[src/pixel_blend_mode_unit_core_assert.svh]
// ---------------------------------------------------------------------------
// Assertion macros for the pixel blend core.
// ---------------------------------------------------------------------------
`ifndef PIXEL_BLEND_MODE_UNIT_CORE_ASSERT_SVH
`define PIXEL_BLEND_MODE_UNIT_CORE_ASSERT_SVH

// Same-cycle implication, disabled while reset is asserted.
`define PBM_ASSERT_NOW(lbl, ante, cons) \
    lbl: assert property (@(posedge clk) disable iff (!rst_n) (ante) |-> (cons)) \
        else $error("pixel blend assertion failed");

// Next-cycle implication, disabled while reset is asserted.
`define PBM_ASSERT_NEXT(lbl, ante, cons) \
    lbl: assert property (@(posedge clk) disable iff (!rst_n) (ante) |=> (cons)) \
        else $error("pixel blend assertion failed");

`endif

[src/pbm_pkg.sv]
// ---------------------------------------------------------------------------
// pbm_pkg
// Mode codes and fill codes shared by the pixel blend modules.
// ---------------------------------------------------------------------------
`default_nettype none

package pbm_pkg;

    localparam int unsigned NUM_LANES = 4;
    localparam int unsigned CH_W      = 8;

    typedef enum logic [3:0] {
        MODE_NORMAL     = 4'd0,
        MODE_ADD        = 4'd1,
        MODE_SUBTRACT   = 4'd2,
        MODE_MULTIPLY   = 4'd3,
        MODE_DIVIDE     = 4'd4,
        MODE_SCREEN     = 4'd5,
        MODE_OVERLAY    = 4'd6,
        MODE_DODGE      = 4'd7,
        MODE_BURN       = 4'd8,
        MODE_DIFFERENCE = 4'd9,
        MODE_DARKEN     = 4'd10,
        MODE_LIGHTEN    = 4'd11
    } pbm_mode_t;

    // Whole-pixel override for the degenerate divide, dodge and burn cases.
    typedef enum logic [1:0] {
        FILL_NONE = 2'd0,
        FILL_ZERO = 2'd1,
        FILL_ONES = 2'd2
    } fill_t;

endpackage

`default_nettype wire

[src/pbm_lane.sv]
// ---------------------------------------------------------------------------
// pbm_lane
// One channel of the blend: operand selection, a registered product with a
// divide-by-255 rounding, and an eight-stage restoring divider.
// ---------------------------------------------------------------------------
`default_nettype none

module pbm_lane (
    input  wire logic               clk,
    input  wire logic               en,
    input  wire pbm_pkg::pbm_mode_t mode,
    input  wire logic [7:0]         b,
    input  wire logic [7:0]         t,
    output logic      [7:0]         o
);

    import pbm_pkg::*;

    localparam int unsigned STEPS = 8;

    typedef enum logic [2:0] {
        K_SIMPLE,
        K_MUL,
        K_SCREEN,
        K_OVL_LO,
        K_OVL_HI,
        K_DIV,
        K_BURN
    } kind_t;

    // Stage 0 values
    kind_t       kind_c;
    logic [7:0]  simple_c;
    logic [7:0]  ma_c, mb_c;
    logic [7:0]  dx_c, dy_c;
    logic [15:0] num_c;
    logic [8:0]  sum_c;

    // Pipeline registers, index is the stage
    logic [15:0] prod_reg;
    logic [7:0]  simple_reg;
    kind_t       kind_reg [STEPS+1];
    logic [7:0]  rem_reg  [STEPS];
    logic [7:0]  lo_reg   [STEPS];
    logic [7:0]  div_reg  [STEPS];
    logic [7:0]  q_reg    [STEPS+1];
    logic        sat_reg  [STEPS+1];
    logic [7:0]  res_reg  [1:STEPS];

    // Divider step and rounding logic
    logic [8:0]  rem2_c [STEPS];
    logic        ge_c   [STEPS];
    logic [7:0]  rem_next [STEPS];
    logic [16:0] rnd_c;
    logic [7:0]  m_c;
    logic [8:0]  m2_c;
    logic [7:0]  res_next;
    logic [7:0]  qv_c;

    always_comb
    begin
        sum_c    = {1'b0, b} + {1'b0, t};
        simple_c = t;
        kind_c   = K_SIMPLE;
        ma_c     = b;
        mb_c     = t;
        dx_c     = b;
        dy_c     = t;
        case (mode)
            MODE_ADD:        simple_c = sum_c[8] ? 8'hFF : sum_c[7:0];
            MODE_SUBTRACT:   simple_c = (b > t) ? b - t : 8'h00;
            MODE_DIFFERENCE: simple_c = (b > t) ? b - t : t - b;
            MODE_DARKEN:     simple_c = (b < t) ? b : t;
            MODE_LIGHTEN:    simple_c = (b > t) ? b : t;
            MODE_MULTIPLY:   kind_c = K_MUL;
            MODE_SCREEN:
            begin
                kind_c = K_SCREEN;
                ma_c   = ~b;
                mb_c   = ~t;
            end
            MODE_OVERLAY:
            begin
                if (b[7])
                begin
                    kind_c = K_OVL_HI;
                    ma_c   = ~b;
                    mb_c   = ~t;
                end
                else
                begin
                    kind_c = K_OVL_LO;
                end
            end
            MODE_DIVIDE:     kind_c = K_DIV;
            MODE_DODGE:
            begin
                kind_c = K_DIV;
                dy_c   = ~t;
            end
            MODE_BURN:
            begin
                kind_c = K_BURN;
                dx_c   = ~b;
            end
            default:         simple_c = t;
        endcase
        // x*255 as a shift and subtract.
        num_c = {dx_c, 8'h00} - {8'h00, dx_c};
    end

    always_comb
    begin
        for (int k = 0; k < STEPS; k++)
        begin
            rem2_c[k]   = {rem_reg[k], lo_reg[k][7]};
            ge_c[k]     = (rem2_c[k] >= {1'b0, div_reg[k]});
            rem_next[k] = ge_c[k] ? 8'(rem2_c[k] - {1'b0, div_reg[k]}) : rem2_c[k][7:0];
        end
        // floor(p/255) for p below 65280.
        rnd_c = {1'b0, prod_reg} + {9'h000, prod_reg[15:8]} + 17'd1;
        m_c   = rnd_c[15:8];
        m2_c  = {m_c, 1'b0};
        case (kind_reg[0])
            K_MUL:    res_next = m_c;
            K_SCREEN: res_next = ~m_c;
            K_OVL_LO: res_next = m2_c[8] ? 8'hFF : m2_c[7:0];
            K_OVL_HI: res_next = m2_c[8] ? 8'h00 : ~m2_c[7:0];
            default:  res_next = simple_reg;
        endcase
    end

    always_ff @(posedge clk)
    begin
        if (en)
        begin
            prod_reg    <= ({8'h00, ma_c} * {8'h00, mb_c}) + 16'd127;
            simple_reg  <= simple_c;
            kind_reg[0] <= kind_c;
            rem_reg[0]  <= num_c[15:8];
            lo_reg[0]   <= num_c[7:0];
            div_reg[0]  <= dy_c;
            q_reg[0]    <= 8'h00;
            // A zero divisor also lands here and gives 255.
            sat_reg[0]  <= (dx_c >= dy_c);
            res_reg[1]  <= res_next;
            for (int k = 0; k < STEPS; k++)
            begin
                kind_reg[k+1] <= kind_reg[k];
                q_reg[k+1]    <= {q_reg[k][6:0], ge_c[k]};
                sat_reg[k+1]  <= sat_reg[k];
            end
            for (int k = 0; k < STEPS-1; k++)
            begin
                rem_reg[k+1]  <= rem_next[k];
                lo_reg[k+1]   <= {lo_reg[k][6:0], 1'b0};
                div_reg[k+1]  <= div_reg[k];
            end
            for (int k = 1; k < STEPS; k++)
            begin
                res_reg[k+1] <= res_reg[k];
            end
        end
    end

    always_comb
    begin
        qv_c = sat_reg[STEPS] ? 8'hFF : q_reg[STEPS];
        case (kind_reg[STEPS])
            K_DIV:   o = qv_c;
            K_BURN:  o = ~qv_c;
            default: o = res_reg[STEPS];
        endcase
    end

endmodule

`default_nettype wire

[src/pbm_merge.sv]
// ---------------------------------------------------------------------------
// pbm_merge
// Combines the four lane results into one pixel, applying the whole-pixel
// fill of the degenerate divide, dodge and burn cases.
// ---------------------------------------------------------------------------
`default_nettype none

module pbm_merge (
    input  wire pbm_pkg::fill_t fill,
    input  wire logic [7:0]     lane_out [pbm_pkg::NUM_LANES],
    output logic      [31:0]    tdata
);

    import pbm_pkg::*;

    always_comb
    begin
        for (int i = 0; i < NUM_LANES; i++)
        begin
            case (fill)
                FILL_ZERO: tdata[8*i +: 8] = 8'h00;
                FILL_ONES: tdata[8*i +: 8] = 8'hFF;
                default:   tdata[8*i +: 8] = lane_out[i];
            endcase
        end
    end

endmodule

`default_nettype wire

[src/pixel_blend_mode_unit_core.sv]
// ---------------------------------------------------------------------------
// pixel_blend_mode_unit_core
// Separable blend of a bottom and a top ARGB pixel, one lane per channel.
// ---------------------------------------------------------------------------
//  channel    dir   payload
//  s_axis     in    s_tdata: two ARGB pixels, 64 bits
//  m_axis     out   m_tdata: blended ARGB pixel, 32 bits
//  mode       in    mode_wr_en / mode_wr_data, 4 bits
//
// One item is accepted per cycle while the output is not stalled; the pipeline
// depth is set by the eight-stage quotient divider in every lane.
// Reset clears the stage valid bits and sets the mode to normal.
// A stalled output holds the whole pipeline, so s_tready falls with it.
// ---------------------------------------------------------------------------
`default_nettype none

module pixel_blend_mode_unit_core (
    input  wire logic        clk,
    input  wire logic        rst_n,
    input  wire logic        mode_wr_en,
    input  wire logic [3:0]  mode_wr_data,
    input  wire logic        s_tvalid,
    output logic             s_tready,
    // bottom_alpha, bottom_red, bottom_green, bottom_blue,
    // top_alpha, top_red, top_green, top_blue (lowest bits first)
    input  wire logic [63:0] s_tdata,
    output logic             m_tvalid,
    input  wire logic        m_tready,
    // out_alpha, out_red, out_green, out_blue (lowest bits first)
    output logic      [31:0] m_tdata
);

    import pbm_pkg::*;

    `include "pixel_blend_mode_unit_core_assert.svh"

    localparam int unsigned DEPTH = 10;

    pbm_mode_t   mode_reg;
    logic [DEPTH-1:0] vld_reg;
    fill_t       fill_reg [DEPTH-1];
    fill_t       fill_c;
    logic        en;
    logic        top_black, top_white;
    logic [7:0]  lane_out [NUM_LANES];
    logic [31:0] merged;
    logic [31:0] m_tdata_reg;

    assign en       = !vld_reg[DEPTH-1] || m_tready;
    assign s_tready = en;
    assign m_tvalid = vld_reg[DEPTH-1];
    assign m_tdata  = m_tdata_reg;

    always_ff @(posedge clk or negedge rst_n)
    begin
        if (!rst_n)
        begin
            mode_reg <= MODE_NORMAL;
        end
        else if (mode_wr_en)
        begin
            mode_reg <= pbm_mode_t'(mode_wr_data);
        end
    end

    always_comb
    begin
        top_black = (s_tdata[47:40] == 8'h00) && (s_tdata[55:48] == 8'h00)
                    && (s_tdata[63:56] == 8'h00);
        top_white = (s_tdata[47:40] == 8'hFF) && (s_tdata[55:48] == 8'hFF)
                    && (s_tdata[63:56] == 8'hFF);
        fill_c = FILL_NONE;
        if ((mode_reg == MODE_DIVIDE) && top_black)
        begin
            fill_c = FILL_ZERO;
        end
        else if ((mode_reg == MODE_DODGE) && top_white)
        begin
            fill_c = FILL_ZERO;
        end
        else if ((mode_reg == MODE_BURN) && top_black)
        begin
            fill_c = FILL_ONES;
        end
    end

    always_ff @(posedge clk or negedge rst_n)
    begin
        if (!rst_n)
        begin
            vld_reg <= '0;
        end
        else if (en)
        begin
            vld_reg <= {vld_reg[DEPTH-2:0], s_tvalid};
        end
    end

    always_ff @(posedge clk)
    begin
        if (en)
        begin
            fill_reg[0] <= fill_c;
            for (int k = 1; k < DEPTH-1; k++)
            begin
                fill_reg[k] <= fill_reg[k-1];
            end
            m_tdata_reg <= merged;
        end
    end

    for (genvar i = 0; i < NUM_LANES; i++)
    begin : g_lane
        pbm_lane u_lane (
            .clk  (clk),
            .en   (en),
            .mode (mode_reg),
            .b    (s_tdata[8*i +: 8]),
            .t    (s_tdata[32 + 8*i +: 8]),
            .o    (lane_out[i])
        );
    end

    pbm_merge u_merge (
        .fill     (fill_reg[DEPTH-2]),
        .lane_out (lane_out),
        .tdata    (merged)
    );

    `PBM_ASSERT_NOW(a_stall_blocks_input, m_tvalid && !m_tready, !s_tready)
    `PBM_ASSERT_NEXT(a_accept_enters, s_tvalid && s_tready, vld_reg[0])
    `PBM_ASSERT_NEXT(a_hold_when_stalled, !en, $stable(vld_reg))

endmodule

`default_nettype wire
[config.mk]
export PLATFORM = sky130hd
export DESIGN_NAME = pixel_blend_mode_unit_core
export DESIGN_NICKNAME = d
export VERILOG_FILES = /design/src/pbm_pkg.sv /design/src/pbm_lane.sv /design/src/pbm_merge.sv /design/src/pixel_blend_mode_unit_core.sv
export VERILOG_INCLUDE_DIRS = /design/src /design/src/src
export SDC_FILE = /design/constraint.sdc
export NUM_CORES = 2
export LEC_CHECK = 0
export BUFFER_PORTS_ARGS = -buffer_cell sky130_fd_sc_hd__buf_4
export CAP_MARGIN = 20
export CORE_ASPECT_RATIO = 0.8
export CORE_MARGIN = 4
export CORE_UTILIZATION = 48
export CTS_BUF_LIST = sky130_fd_sc_hd__clkbuf_8
export CTS_CLUSTER_SIZE = 24
export DETAILED_ROUTE_END_ITERATION = 8
export HOLD_SLACK_MARGIN = 0.03
export PLACE_DENSITY = 0.67
export SYNTH_ARGS = -nofsm -noshare
export SYNTH_HDL_FRONTEND = slang
export SYNTH_HIERARCHICAL = 1
export SYNTH_SLANG_ARGS = --single-unit
export TNS_END_PERCENT = 5
[constraint.sdc]
create_clock -name clk -period 49.6 [get_ports clk]
set_input_delay 9.92 -clock clk [delete_from_list [all_inputs] [get_ports clk]]
set_output_delay 9.92 -clock clk [all_outputs]
set_load 0.01 [all_outputs]
==> results.sh <==
export IMPL_relSlewSlack=0.2622
export IMPL_io_pins=107
export IMPL_core_mm2=0.1617
export IMPL_placed_cells=8656
export IMPL_drt_antenna_violating_nets=0
export IMPL_yosys_top_cells_count="1346 x edfxtp_1, 774 x inv_1, 545 x ha_1, 458 x nor2_1, 413 x nand2_1"
export IMPL_die_height_um=368.5
export IMPL_first_pass_iters=6
export IMPL_cts_setup_buffers=0
export IMPL_p_per_area_mw_per_mm2=65.41
export IMPL_yosys_warnings=6
export IMPL_grt_pass1_wl_um=254600
export IMPL_cts_max_level=4
export IMPL_rr_worst_depth=20
export IMPL_grt_pass1_vias=48152
export IMPL_cts_sinks=1360
export IMPL_status="finished, final reports clean"
export IMPL_grt_overflow_total=0
export IMPL_synth_most_common_cell="edfxtp_1"
export IMPL_synth_avg_cell_area_um2=11.83
export IMPL_worstMarginPinSlew_ns=1.104
export IMPL_slew_violations=0
export IMPL_cap_viol_max_count=0
export IMPL_critPathLaunchType="primary input"
export IMPL_yosysTopAreaCell="edfxtp_1"
export IMPL_antenna_found_initial=17
export IMPL_hold_path_depth=0
export IMPL_grt_use_total=0.1862
export IMPL_max_freq_mhz=47.98
export IMPL_rsz0062_at_grt="no"
export IMPL_die_w_um=458.6
export IMPL_cts_buffers=208
export IMPL_cp_end_kind="output port"
export IMPL_synthCells=6590
export IMPL_yosysSeqAreaShare=0.5229
export IMPL_place_hpwl_um=114700
export IMPL_cts_tree="done"
export IMPL_syn_nets=7416
export IMPL_leakage_uw=0.03463
export IMPL_clock_latency_ns=0.91
export IMPL_ys_types=122
export IMPL_finalSetupViolations=0
export IMPL_synth_area_mm2=0.07797
export IMPL_first_iter_violations=3741
export IMPL_worstPathArrival_ns=10.92
export IMPL_cts_path_max_buffers=3
export IMPL_drc=0
export IMPL_drive_gt1_frac=0.1029
export IMPL_synth_top_cell_area_share=0.5184
export IMPL_cts_resized=0
export IMPL_hold_violations=0
export IMPL_grt_max_degree=184
export IMPL_fin_cells=9031
export IMPL_synthFlopType="edfxtp_1"
export IMPL_path_class="in -> out"
export IMPL_async_flop_share=0.01029
export IMPL_routabilityCongestion=0.8944
export IMPL_num_rows=132
export IMPL_ir_drop_mv=0.03947
export IMPL_fin_nets=7549
export IMPL_cts_hold_buffers=0
export IMPL_drt_total_wl_um=157600
export IMPL_synth_edff_count=1346
export IMPL_cts_root_buf="clkbuf_8"
export IMPL_initial_utilization=0.4822
export IMPL_syn_to_final_growth_pct=8.452
export IMPL_num_vias=48746
export IMPL_fin_tns_setup_ns=0
export IMPL_clk_pin_slew_worst_paths_ns=0.06
export IMPL_crit_fanout=57
export IMPL_period_minus_slack_ns=20.84
export IMPL_synth_top_cells_by_area="edfxtp_1 52%, ha_1 8.7%, fa_1 5.3%, inv_1 3.7%, xnor2_1 2.7%"
export IMPL_portBuffers=106
export IMPL_dieArea_mm2=0.1690
export IMPL_routedWlPerCell_um=17.45
export IMPL_finalCritPeriodShare=0.4202
export IMPL_min_path_type="reg -> reg"
export IMPL_via_per_inst=5.398
export IMPL_skew_ns=0.05065
export IMPL_ys_seq_elements=1360
export IMPL_required_ns=39.68
critical path, stage by stage:
cell and delay [ns]:
buf_4 0.08, nand2b_4 0.63, buf_4 0.26
per-stage QoR:
step | worst slack, ns | hold slack (ns) | instance area [µm²] | util | total power [µW]
global route | 28.68 | 0.3831 | 84560 | 0.5230 | 5995
global placement | 28.73 | 0.4007 | 80740 | 0.4993 | 4604
CTS | 28.74 | 0.3745 | 84510 | 0.5227 | 5582
finish | 28.76 | 0.3812 | 84560 | 0.5230 | 5531
detailed placement | 28.74 | 0.4045 | 80740 | 0.4994 | 4701
floorplan | 14.26 | 0.4003 | 77970 | - | 4286
kinds of logic after synthesis:
group | count (synthesis) | share of synthesized area
AO/OA/AOI/OAI | 1379 | 0.1152
XOR/XNOR | 307 | 0.03468
adder cells (fa/ha/maj) | 753 | 0.1409
buffers and inverters | 996 | 0.05041
flip-flops | 1360 | 0.5229
multiplexers | 321 | 0.04577
AND/OR/NAND/NOR | 1474 | 0.09022
final timing paths:
check | start | endpoint | slack [ns]
min | g_lane[1].u_lane/sat_reg[0][4] | g_lane[1].u_lane/sat_reg[0][5] | 0.38
max reg2reg | mode_reg[3] | g_lane[3].u_lane/prod_reg[15] | 42.30
max in group asynchronous | rst_n | mode_reg[0] | 40.58
min in group asynchronous | rst_n | vld_reg[9] | 8.84
min reg2reg | g_lane[1].u_lane/sat_reg[0][4] | g_lane[1].u_lane/sat_reg[0][5] | 0.38
max | m_tready | s_tready | 28.76
final cells by class:
type | count | area, µm²
inverters | 781 | 2932
repair buffers | 138 | 1091
flip-flops and latches | 1360 | 40780
multi-input cells | 4234 | 33290
clock inverters | 155 | 877.1
diodes | 9 | 22.52
well taps | 2144 | 2683
fillers | 13754 | 77130
clock buffers | 210 | 2890
per-layer routing:
metal / up-vias / global-route usage / part of all wire
met5: - / 0 / 0.00022
met4: 4 / 0.05976 / 0.027
met3: 252 / 0.03483 / 0.058
met2: 1264 / 0.2924 / 0.45
met1: 23296 / 0.2626 / 0.46
li1: 23930 / - / -
cells in the final DEF, fill, tap and decap left out, types with 70 or more instances in the layout:
master	netlist	routed
mux2_2	164	164
nor3_1	92	91
buf_4	9	133
o21a_1	76	76
nand2_1	413	413
mux2i_1	127	127
nand4_1	91	91
a21oi_1	379	379
a21o_1	99	99
clkbuf_8	0	210
nor2b_1	94	94
nand2b_1	71	70
ha_1	545	544
o21ai_0	334	334
xnor2_1	236	236
nand3_1	90	90
fa_1	208	208
edfxtp_1	1346	1346
inv_1	774	845
nor2_1	458	457
where the power goes:
part	internal (µW)	switching (µW)	leakage [µW]
Sequential	2030	264	0.0137
Clock	419	425	0.00220
Combinational	1080	1310	0.0188
Total	3530	2000	0.0346
Note: power is estimated with default switching activity, not from simulation.
